**config.mk**
```make
export PLATFORM = sky130hd
export DESIGN_NAME = crc16_frame_receiver
export DESIGN_NICKNAME = d
export VERILOG_FILES = /design/src/sv/frx_pkg.sv /design/src/sv/crc16_frame_receiver.sv /design/src/sv/frx_csr.sv /design/src/sv/frx_in_reg.sv /design/src/sv/frx_parser.sv /design/src/sv/frx_out_reg.sv
export VERILOG_INCLUDE_DIRS = /design/src /design/src/sv
export SDC_FILE = /design/constraint.sdc
export NUM_CORES = 1
export LEC_CHECK = 0
export BUFFER_PORTS_ARGS = -buffer_cell sky130_fd_sc_hd__clkbuf_2
export CORE_ASPECT_RATIO = 1.25
export CORE_UTILIZATION = 35
export DETAILED_ROUTE_END_ITERATION = 10
export PLACE_DENSITY = 0.56
export RECOVER_POWER = 25
export REMOVE_ABC_BUFFERS = 1
export SKIP_CTS_REPAIR_TIMING = 1
export SLEW_MARGIN = 15
export SYNTH_ARGS = -nofsm -noshare
export SYNTH_HDL_FRONTEND = slang
export SYNTH_SLANG_ARGS = --single-unit
```
**constraint.sdc**
```tcl
create_clock -name clock -period 8.3 [get_ports clock]
set_input_delay 1.66 -clock clock [delete_from_list [all_inputs] [get_ports clock]]
set_output_delay 1.66 -clock clock [all_outputs]
set_load 0.01 [all_outputs]
```
**src/sv/crc16_frame_receiver_assert.svh**
```systemverilog
// Assertion macros used by the frame receiver parser.
// Depends on nothing; define ASSERT_OFF to compile the checks out.
`ifndef CRC16_FRAME_RECEIVER_ASSERT_SVH
`define CRC16_FRAME_RECEIVER_ASSERT_SVH
`ifndef ASSERT_OFF
// Clocked check that is switched off while reset is high.
`define FRX_ASSERT(lbl, clk, rst, prop, msg) \
   lbl: assert property (@(posedge clk) disable iff (rst) prop) else $error(msg);
// Clocked check that also holds across reset.
`define FRX_ASSERT_ALWAYS(lbl, clk, prop, msg) \
   lbl: assert property (@(posedge clk) prop) else $error(msg);
`else
`define FRX_ASSERT(lbl, clk, rst, prop, msg)
`define FRX_ASSERT_ALWAYS(lbl, clk, prop, msg)
`endif
`endif

```
**src/sv/frx_pkg.sv**
```systemverilog
// Shared types, codes and the CRC16-CCITT byte update for the frame receiver.
// Depends on nothing; every other file of the block uses it but frx_in_reg and the assertion header.
`timescale 1ns / 1ps

package frx_pkg;

   localparam int CSR_INDEX_W = 2;
   localparam int CSR_DATA_W  = 16;

   localparam logic [CSR_INDEX_W-1:0] REG_START_BYTE  = 2'd0;
   localparam logic [CSR_INDEX_W-1:0] REG_END_BYTE    = 2'd1;
   localparam logic [CSR_INDEX_W-1:0] REG_MAX_PAYLOAD = 2'd2;

   localparam logic [7:0]  START_BYTE_RESET  = 8'h02;
   localparam logic [7:0]  END_BYTE_RESET    = 8'h03;
   localparam logic [15:0] MAX_PAYLOAD_RESET = 16'd512;

   localparam logic [15:0] CRC_INIT = 16'hFFFF;
   localparam logic [15:0] CRC_POLY = 16'h1021;
   localparam logic [15:0] CRC_TOP  = 16'h8000;

   localparam logic KIND_DATA = 1'b0;
   localparam logic KIND_END  = 1'b1;

   localparam logic [1:0] STATUS_OK       = 2'd0;
   localparam logic [1:0] STATUS_CRC_BAD  = 2'd1;
   localparam logic [1:0] STATUS_NO_END   = 2'd2;
   localparam logic [1:0] STATUS_OVER_MAX = 2'd3;

   typedef struct packed {
      logic [7:0]  start_byte;
      logic [7:0]  end_byte;
      logic [15:0] max_payload_len;
   } cfg_type;

   typedef struct packed {
      logic        kind;
      logic [7:0]  command;
      logic [7:0]  data;
      logic [15:0] byte_index;
      logic [15:0] frame_length;
      logic [1:0]  status;
   } result_type;

   // One byte of CRC16-CCITT, most significant bit first, no final xor.
   function automatic logic [15:0] crc_feed(input logic [15:0] crc, input logic [7:0] b);
      logic [15:0] c;
      c = crc ^ {b, 8'h00};
      for (int i = 0; i < 8; i++) begin
         if ((c & CRC_TOP) != 16'h0000) begin
            c = {c[14:0], 1'b0} ^ CRC_POLY;
         end else begin
            c = {c[14:0], 1'b0};
         end
      end
      return c;
   endfunction

endpackage

```
**src/sv/crc16_frame_receiver.sv**
```systemverilog
// Top level of the CRC16 frame receiver: request and response channels, configuration port.
// Depends on frx_pkg, frx_csr, frx_in_reg, frx_parser and frx_out_reg.
`timescale 1ns / 1ps

// Usage
// Each request carries one byte received from the serial link on req_rx_byte. The
// receiver hunts for the start byte, then reads a little-endian length, a command
// byte, the payload, a little-endian CRC16-CCITT and the end byte. Every payload byte
// within the configured limit comes out as a response of kind zero; when the frame
// closes, one response of kind one reports the command, the declared length, the
// payload count and a status. Other bytes produce no response.
// A request accepted into the input register is parsed there, and its response, if any,
// is loaded into the response register and shows on rsp_valid; the parser steps on the
// held byte only while the response register is free to take that response.
// Throughput is one request per cycle while the response side does not stall, set by the
// combinational byte update of the CRC and the phase sequencer.
// When the response side stalls, the held response waits in the response register
// and one further request waits in the input register; req_ready then drops until
// the consumer takes the response. Reset clears both registers, returns the parser
// to hunting for a start byte and loads the configuration defaults: start byte 2,
// end byte 3 and a payload limit of 512. Configuration is written through csr_we,
// csr_index and csr_wdata and should only change while the receiver is idle.
module crc16_frame_receiver (
   input  logic                             clock,
   input  logic                             reset,
   input  logic                             req_valid,
   output logic                             req_ready,
   input  logic [7:0]                       req_rx_byte,
   output logic                             rsp_valid,
   input  logic                             rsp_ready,
   output logic                             rsp_kind,
   output logic [7:0]                       rsp_command,
   output logic [7:0]                       rsp_data,
   output logic [15:0]                      rsp_byte_index,
   output logic [15:0]                      rsp_frame_length,
   output logic [1:0]                       rsp_status,
   input  logic                             csr_we,
   input  logic [frx_pkg::CSR_INDEX_W-1:0]  csr_index,
   input  logic [frx_pkg::CSR_DATA_W-1:0]   csr_wdata
);

   frx_pkg::cfg_type    cfg;
   frx_pkg::result_type res;
   frx_pkg::result_type rsp;
   logic                res_valid;
   logic                out_free;
   logic                byte_valid;
   logic [7:0]          byte_value;
   logic                advance;

   // The parser steps on a held byte only when the response register can take
   // whatever that byte produces.
   assign advance = byte_valid && out_free;

   frx_csr u_csr (
      .clock     (clock),
      .reset     (reset),
      .csr_we    (csr_we),
      .csr_index (csr_index),
      .csr_wdata (csr_wdata),
      .cfg       (cfg)
   );

   frx_in_reg u_in_reg (
      .clock       (clock),
      .reset       (reset),
      .req_valid   (req_valid),
      .req_ready   (req_ready),
      .req_rx_byte (req_rx_byte),
      .take        (advance),
      .byte_valid  (byte_valid),
      .byte_value  (byte_value)
   );

   frx_parser u_parser (
      .clock     (clock),
      .reset     (reset),
      .cfg       (cfg),
      .advance   (advance),
      .rx_byte   (byte_value),
      .res_valid (res_valid),
      .res       (res)
   );

   frx_out_reg u_out_reg (
      .clock     (clock),
      .reset     (reset),
      .res_valid (res_valid),
      .res       (res),
      .out_free  (out_free),
      .rsp_valid (rsp_valid),
      .rsp_ready (rsp_ready),
      .rsp       (rsp)
   );

   assign rsp_kind         = rsp.kind;
   assign rsp_command      = rsp.command;
   assign rsp_data         = rsp.data;
   assign rsp_byte_index   = rsp.byte_index;
   assign rsp_frame_length = rsp.frame_length;
   assign rsp_status       = rsp.status;

endmodule

```
**src/sv/frx_csr.sv**
```systemverilog
// Configuration registers of the frame receiver: start byte, end byte, payload limit.
// Depends on frx_pkg.
`timescale 1ns / 1ps

module frx_csr (
   input  logic                             clock,
   input  logic                             reset,
   input  logic                             csr_we,
   input  logic [frx_pkg::CSR_INDEX_W-1:0]  csr_index,
   input  logic [frx_pkg::CSR_DATA_W-1:0]   csr_wdata,
   output frx_pkg::cfg_type                 cfg
);

   frx_pkg::cfg_type cfg_ff;
   frx_pkg::cfg_type cfg_in;

   always_comb begin
      cfg_in = cfg_ff;
      if (csr_we) begin
         unique case (csr_index)
            frx_pkg::REG_START_BYTE:  cfg_in.start_byte      = csr_wdata[7:0];
            frx_pkg::REG_END_BYTE:    cfg_in.end_byte        = csr_wdata[7:0];
            frx_pkg::REG_MAX_PAYLOAD: cfg_in.max_payload_len = csr_wdata[15:0];
            default:                  cfg_in = cfg_ff;
         endcase
      end
   end

   always_ff @(posedge clock) begin
      if (reset) begin
         cfg_ff.start_byte      <= frx_pkg::START_BYTE_RESET;
         cfg_ff.end_byte        <= frx_pkg::END_BYTE_RESET;
         cfg_ff.max_payload_len <= frx_pkg::MAX_PAYLOAD_RESET;
      end else begin
         cfg_ff <= cfg_in;
      end
   end

   assign cfg = cfg_ff;

endmodule

```
**src/sv/frx_in_reg.sv**
```systemverilog
// Input register of the frame receiver: holds one received byte until the parser takes it.
// Depends on frx_pkg only through the shared file set; no package items are used here.
`timescale 1ns / 1ps

module frx_in_reg (
   input  logic       clock,
   input  logic       reset,
   input  logic       req_valid,
   output logic       req_ready,
   input  logic [7:0] req_rx_byte,
   input  logic       take,
   output logic       byte_valid,
   output logic [7:0] byte_value
);

   logic       valid_ff;
   logic       valid_in;
   logic [7:0] byte_ff;

   // The slot can be refilled in the same cycle that the parser drains it.
   assign req_ready = !valid_ff || take;

   always_comb begin
      if (req_valid && req_ready) begin
         valid_in = 1'b1;
      end else if (take) begin
         valid_in = 1'b0;
      end else begin
         valid_in = valid_ff;
      end
   end

   always_ff @(posedge clock) begin
      if (reset) begin
         valid_ff <= 1'b0;
      end else begin
         valid_ff <= valid_in;
      end
   end

   always_ff @(posedge clock) begin
      if (req_valid && req_ready) begin
         byte_ff <= req_rx_byte;
      end
   end

   assign byte_valid = valid_ff;
   assign byte_value = byte_ff;

endmodule

```
**src/sv/frx_parser.sv**
```systemverilog
// Frame parser: phase sequencer, length and CRC tracking, and result formation.
// Depends on frx_pkg and crc16_frame_receiver_assert.svh.
`timescale 1ns / 1ps
`include "crc16_frame_receiver_assert.svh"

module frx_parser (
   input  logic                 clock,
   input  logic                 reset,
   input  frx_pkg::cfg_type     cfg,
   input  logic                 advance,
   input  logic [7:0]           rx_byte,
   output logic                 res_valid,
   output frx_pkg::result_type  res
);

   localparam logic [2:0] PH_IDLE    = 3'd0;
   localparam logic [2:0] PH_LEN_LO  = 3'd1;
   localparam logic [2:0] PH_LEN_HI  = 3'd2;
   localparam logic [2:0] PH_CMD     = 3'd3;
   localparam logic [2:0] PH_PAYLOAD = 3'd4;
   localparam logic [2:0] PH_CRC_LO  = 3'd5;
   localparam logic [2:0] PH_CRC_HI  = 3'd6;
   localparam logic [2:0] PH_END     = 3'd7;

   logic [2:0]  phase_ff,           phase_in;
   logic [15:0] declared_length_ff, declared_length_in;
   logic [15:0] bytes_received_ff,  bytes_received_in;
   logic [7:0]  frame_command_ff,   frame_command_in;
   logic [15:0] running_crc_ff,     running_crc_in;
   logic [15:0] received_crc_ff,    received_crc_in;

   logic [15:0] crc_next;
   logic [15:0] count_next;
   logic        emit;

   assign crc_next   = frx_pkg::crc_feed(running_crc_ff, rx_byte);
   assign count_next = bytes_received_ff + 16'd1;

   always_comb begin
      phase_in           = phase_ff;
      declared_length_in = declared_length_ff;
      bytes_received_in  = bytes_received_ff;
      frame_command_in   = frame_command_ff;
      running_crc_in     = running_crc_ff;
      received_crc_in    = received_crc_ff;
      emit               = 1'b0;
      res.kind           = frx_pkg::KIND_DATA;
      res.command        = frame_command_ff;
      res.data           = rx_byte;
      res.byte_index     = bytes_received_ff;
      res.frame_length   = declared_length_ff;
      res.status         = frx_pkg::STATUS_OK;

      unique case (phase_ff)
         PH_IDLE: begin
            if (rx_byte == cfg.start_byte) begin
               phase_in          = PH_LEN_LO;
               bytes_received_in = 16'd0;
               running_crc_in    = frx_pkg::CRC_INIT;
            end
         end
         PH_LEN_LO: begin
            declared_length_in = {8'h00, rx_byte};
            phase_in           = PH_LEN_HI;
         end
         PH_LEN_HI: begin
            declared_length_in = {rx_byte, declared_length_ff[7:0]};
            phase_in           = PH_CMD;
         end
         PH_CMD: begin
            frame_command_in = rx_byte;
            running_crc_in   = crc_next;
            phase_in         = (declared_length_ff != 16'd0) ? PH_PAYLOAD : PH_CRC_LO;
         end
         PH_PAYLOAD: begin
            running_crc_in    = crc_next;
            emit              = (bytes_received_ff < cfg.max_payload_len);
            bytes_received_in = count_next;
            if (count_next >= declared_length_ff) begin
               phase_in = PH_CRC_LO;
            end
         end
         PH_CRC_LO: begin
            received_crc_in = {8'h00, rx_byte};
            phase_in        = PH_CRC_HI;
         end
         PH_CRC_HI: begin
            received_crc_in = {rx_byte, received_crc_ff[7:0]};
            phase_in        = PH_END;
         end
         PH_END: begin
            emit      = 1'b1;
            res.kind  = frx_pkg::KIND_END;
            res.data  = 8'h00;
            phase_in  = PH_IDLE;
            priority if (rx_byte != cfg.end_byte) begin
               res.status = frx_pkg::STATUS_NO_END;
            end else if (declared_length_ff > cfg.max_payload_len) begin
               res.status = frx_pkg::STATUS_OVER_MAX;
            end else if (received_crc_ff != running_crc_ff) begin
               res.status = frx_pkg::STATUS_CRC_BAD;
            end else begin
               res.status = frx_pkg::STATUS_OK;
            end
         end
         default: begin
            phase_in = PH_IDLE;
         end
      endcase
   end

   assign res_valid = advance && emit;

   always_ff @(posedge clock) begin
      if (reset) begin
         phase_ff           <= PH_IDLE;
         declared_length_ff <= 16'd0;
         bytes_received_ff  <= 16'd0;
         frame_command_ff   <= 8'h00;
         running_crc_ff     <= frx_pkg::CRC_INIT;
         received_crc_ff    <= 16'd0;
      end else if (advance) begin
         phase_ff           <= phase_in;
         declared_length_ff <= declared_length_in;
         bytes_received_ff  <= bytes_received_in;
         frame_command_ff   <= frame_command_in;
         running_crc_ff     <= running_crc_in;
         received_crc_ff    <= received_crc_in;
      end
   end

   `FRX_ASSERT_ALWAYS(a_reset_idle, clock, $past(reset) |-> (phase_ff == PH_IDLE), "parser not idle after reset")
   `FRX_ASSERT(a_payload_bound, clock, reset, (phase_ff == PH_PAYLOAD) |-> (bytes_received_ff < declared_length_ff), "payload count reached declared length")
   `FRX_ASSERT(a_data_status, clock, reset, (res_valid && (res.kind == frx_pkg::KIND_DATA)) |-> (res.status == frx_pkg::STATUS_OK), "payload result carries a status")
   `FRX_ASSERT(a_end_to_idle, clock, reset, (res_valid && (res.kind == frx_pkg::KIND_END)) |=> (phase_ff == PH_IDLE), "frame end not followed by idle")

endmodule

```
**src/sv/frx_out_reg.sv**
```systemverilog
// Result register of the frame receiver: holds one result until the consumer takes it.
// Depends on frx_pkg.
`timescale 1ns / 1ps

module frx_out_reg (
   input  logic                 clock,
   input  logic                 reset,
   input  logic                 res_valid,
   input  frx_pkg::result_type  res,
   output logic                 out_free,
   output logic                 rsp_valid,
   input  logic                 rsp_ready,
   output frx_pkg::result_type  rsp
);

   logic                valid_ff;
   logic                valid_in;
   frx_pkg::result_type res_ff;

   // Free when empty or when the held result leaves at this edge.
   assign out_free = !valid_ff || rsp_ready;

   always_comb begin
      if (res_valid) begin
         valid_in = 1'b1;
      end else if (rsp_ready) begin
         valid_in = 1'b0;
      end else begin
         valid_in = valid_ff;
      end
   end

   always_ff @(posedge clock) begin
      if (reset) begin
         valid_ff <= 1'b0;
      end else begin
         valid_ff <= valid_in;
      end
   end

   always_ff @(posedge clock) begin
      if (res_valid) begin
         res_ff <= res;
      end
   end

   assign rsp_valid = valid_ff;
   assign rsp       = res_ff;

endmodule

```
==> metrics.cfg <==
[status]
outcome=finished with violations
failed_checks=DRC

[worst_setup_path]
required_ns=6.64
cp-start-kind=primary input
end_kind=primary output
crit_type=in2out
max_stage_delay_ns=0.18
worst_path_most_repeated_cell=clkbuf_2
cp_cell_sequence=clkbuf_2 -> nand3b_1 -> clkbuf_2
rrSetupSlack_ns=4.75
cp.arrival_ns=2.08
worstPathMaxFanout=3
crit_slowest_cell=nand3b_1

[timing]
finalSetupViolations=0
clock_skew_ns=0.0139
slew_headroom_pct=44.4
tightestPinTransition_ns=0.832
setup_slack_ns=4.56
fin_crit_ns=3.74
fin_crit_sh_pct=45.1
slew_violations=0
fin_setup_tns_ns=0
fmax_ghz=0.267
hold_viol=0
rsz0062_at_grt=no

[finish]
area_growth_pct=13.5
layout_commonest_cell=dfxtp_1
final_cell_mix=dfxtp_1 (109), nor2_1 (94), clkbuf_2 (81)
layout-drive-gt1-share_pct=15.5
fin_nets=937
fin_area_sq_um=9210
fill_cells=2252
insertedDiodeCount=0
layout.cells.non_filler=1150

[synth]
yosysWarnings=0
synthAdderAreaFrac_pct=8.02
synth_ff_type=dfxtp_1
ys_seq_area_share_pct=48.7
synthSimpleGateAreaFrac_pct=15.1
synth_compound_area_share_pct=9.90
synth_top_family_by_area=simple AND/OR/NAND/NOR gates
synthArstFlopShare_pct=0
synth_cells=789
post_synth_mux_area_share_pct=5.69
synth_area_sq_um=8110
synth_seq_cells=168
syn_area_per_cell_sq_um=10.3
synth-xor-area-share_pct=7.56
synth_edf_count=59
synth_cell_types=65

[detailed_routing]
wl_per_cell_microns=17.1
first_pass_iters=11
vias=5799
drc=7
detail_route.vias_per_cell=5.04
routed_wl_microns=19600
ant_nets=0
drt_iter0_drc=333

[worst_hold_path]
min_path_type=reg2reg

[grt]
first_global_vias=5722
grt_pass1_wl_microns=31600
antenna_found_initial=0
overflow=0
grt_max_degree=70
grt.total_usage_pct=17.4

[clocking]
clockRootBuffer=clkbuf_16
clk_pin_slew_ns=0.06
cts.sinks=168
htreeDepth=4
cts_buffers=17
insertion_delay_ns=0.44
clk_path_buf_depth=2
cts_tree=built

[placement]
gp_congestion=0.805
placed_area_sq_um=8690
port_buffers=83
hpwl_microns=14200
dp_cells=1118
dp_slack_ns=4.27

[floorplan]
die_y_microns=172
core-area_sq_um=22500
start_util_pct=36.0
io_pins=84
die_x_microns=138
row_count=61
die_area_sq_um=23800

[power]
ir_drop_mv=0.143
p_leak_nw=3.64
power_density_nw_per_um2=180

[job]
maxCapViolCount=0

[layer usage]
metal | part of all wire, % | GRT usage [%]
met1 | 47 | 22.9
met2 | 47 | 29.0
met3 | 3.1 | 2.80
met4 | 2.2 | 6.55
met5 | 0 | 0
[Yosys cell counts (3+ instances only)]
| master | number | area share (%) |
|---|---|---|
| buf_6 | 9 | 1.2 |
| clkbuf_1 | 24 | 1.1 |
| inv_1 | 40 | 1.9 |
| nor2_1 | 94 | 4.3 |
| o31ai_1 | 4 | 0.37 |
| nand2_1 | 65 | 3.0 |
| a22oi_1 | 16 | 1.5 |
| and2_1 | 11 | 0.85 |
| a22o_1 | 7 | 0.76 |
| nand4_1 | 9 | 0.69 |
| ha_1 | 52 | 8.0 |
| xnor2_1 | 30 | 3.2 |
| o2111a_1 | 3 | 0.42 |
| nor4_1 | 10 | 0.77 |
| edfxtp_1 | 59 | 22 |
| o21ai_0 | 10 | 0.62 |
| and3_1 | 4 | 0.31 |
| nor3_1 | 11 | 0.68 |
| dfxtp_1 | 109 | 27 |
| nor2b_1 | 5 | 0.39 |
| a211oi_1 | 6 | 0.56 |
| nand3_1 | 17 | 1.0 |
| a21oi_1 | 47 | 2.9 |
| xor2_1 | 40 | 4.3 |
| a211o_1 | 6 | 0.65 |
| nand3b_1 | 3 | 0.28 |
| buf_2 | 4 | 0.25 |
| mux2i_1 | 45 | 5.6 |
[critical path, delay by kind of cell]
family	cells	cell delay, ns
simple gates	1	0.18
buf+inv	2	0.24
[final timing paths]
kind / from / endpoint / cells after the start
max: rsp_ready / req_ready / 3
min: u_parser.frame_command_ff[5]$_SDFFE_PP0P_ / u_out_reg.rsp[47]$_DFFE_PP_ / 0
max reg2reg: u_parser.bytes_received_ff[1]$_SDFFE_PP0P_ / u_parser.phase_ff[0]$_SDFFE_PP0P_ / 13
min reg2reg: u_parser.frame_command_ff[5]$_SDFFE_PP0P_ / u_out_reg.rsp[47]$_DFFE_PP_ / 0
[kinds of logic after synthesis]
family,count (synthesis)
muxes,46
AOI/OAI and AO/OA,118
buffers and inverters,83
adders and majority gates,52
and+or+nand+nor,252
DFF,168
xor gates and xnor gates,70
[through the flow]
stage | power [mW] | util, % | hold slack (ns)
floorplan | 0.922 | - | 0.408
global placement | 0.958 | 38.6 | 0.417
detailed placement | 0.958 | 38.6 | 0.421
CTS | 1.68 | 40.9 | 0.434
global route | 1.72 | 40.9 | 0.448
finish | 1.66 | 40.9 | 0.431
[registers in the layout, summed over array words and instances, names as in the netlist]
name,count
u_out_reg.rsp,51
u_csr.cfg,32
u_parser.declared_length_ff,16
u_parser.phase_ff,3
u_out_reg.rsp_valid,1
u_in_reg.byte_value,8
u_parser.frame_command_ff,8
u_in_reg.byte_valid,1
u_parser.running_crc_ff,16
u_parser.bytes_received_ff,16
u_parser.received_crc_ff,16
[report_power, final]
part | switching (mW) | internal [mW] | total, mW | leakage, nW
clock network | 0.338 | 0.384 | 0.722 | 0.261
registers | 0.0138 | 0.855 | 0.869 | 1.51
logic | 0.0418 | 0.0280 | 0.0698 | 1.87
total | 0.394 | 1.27 | 1.66 | 3.64
[area by class of cell]
type | count | area [sq um] | share of cell area [%]
flip-flops and latches | 168 | 3950 | 42.9
inverters | 42 | 158 | 1.71
repair buffers | 87 | 443 | 4.81
well taps | 283 | 354 | 3.85
clock inverters | 14 | 97.6 | 1.06
multi-input cells | 538 | 3770 | 41.0
clock buffers | 18 | 429 | 4.66
Power figures use the tool's default switching activity.
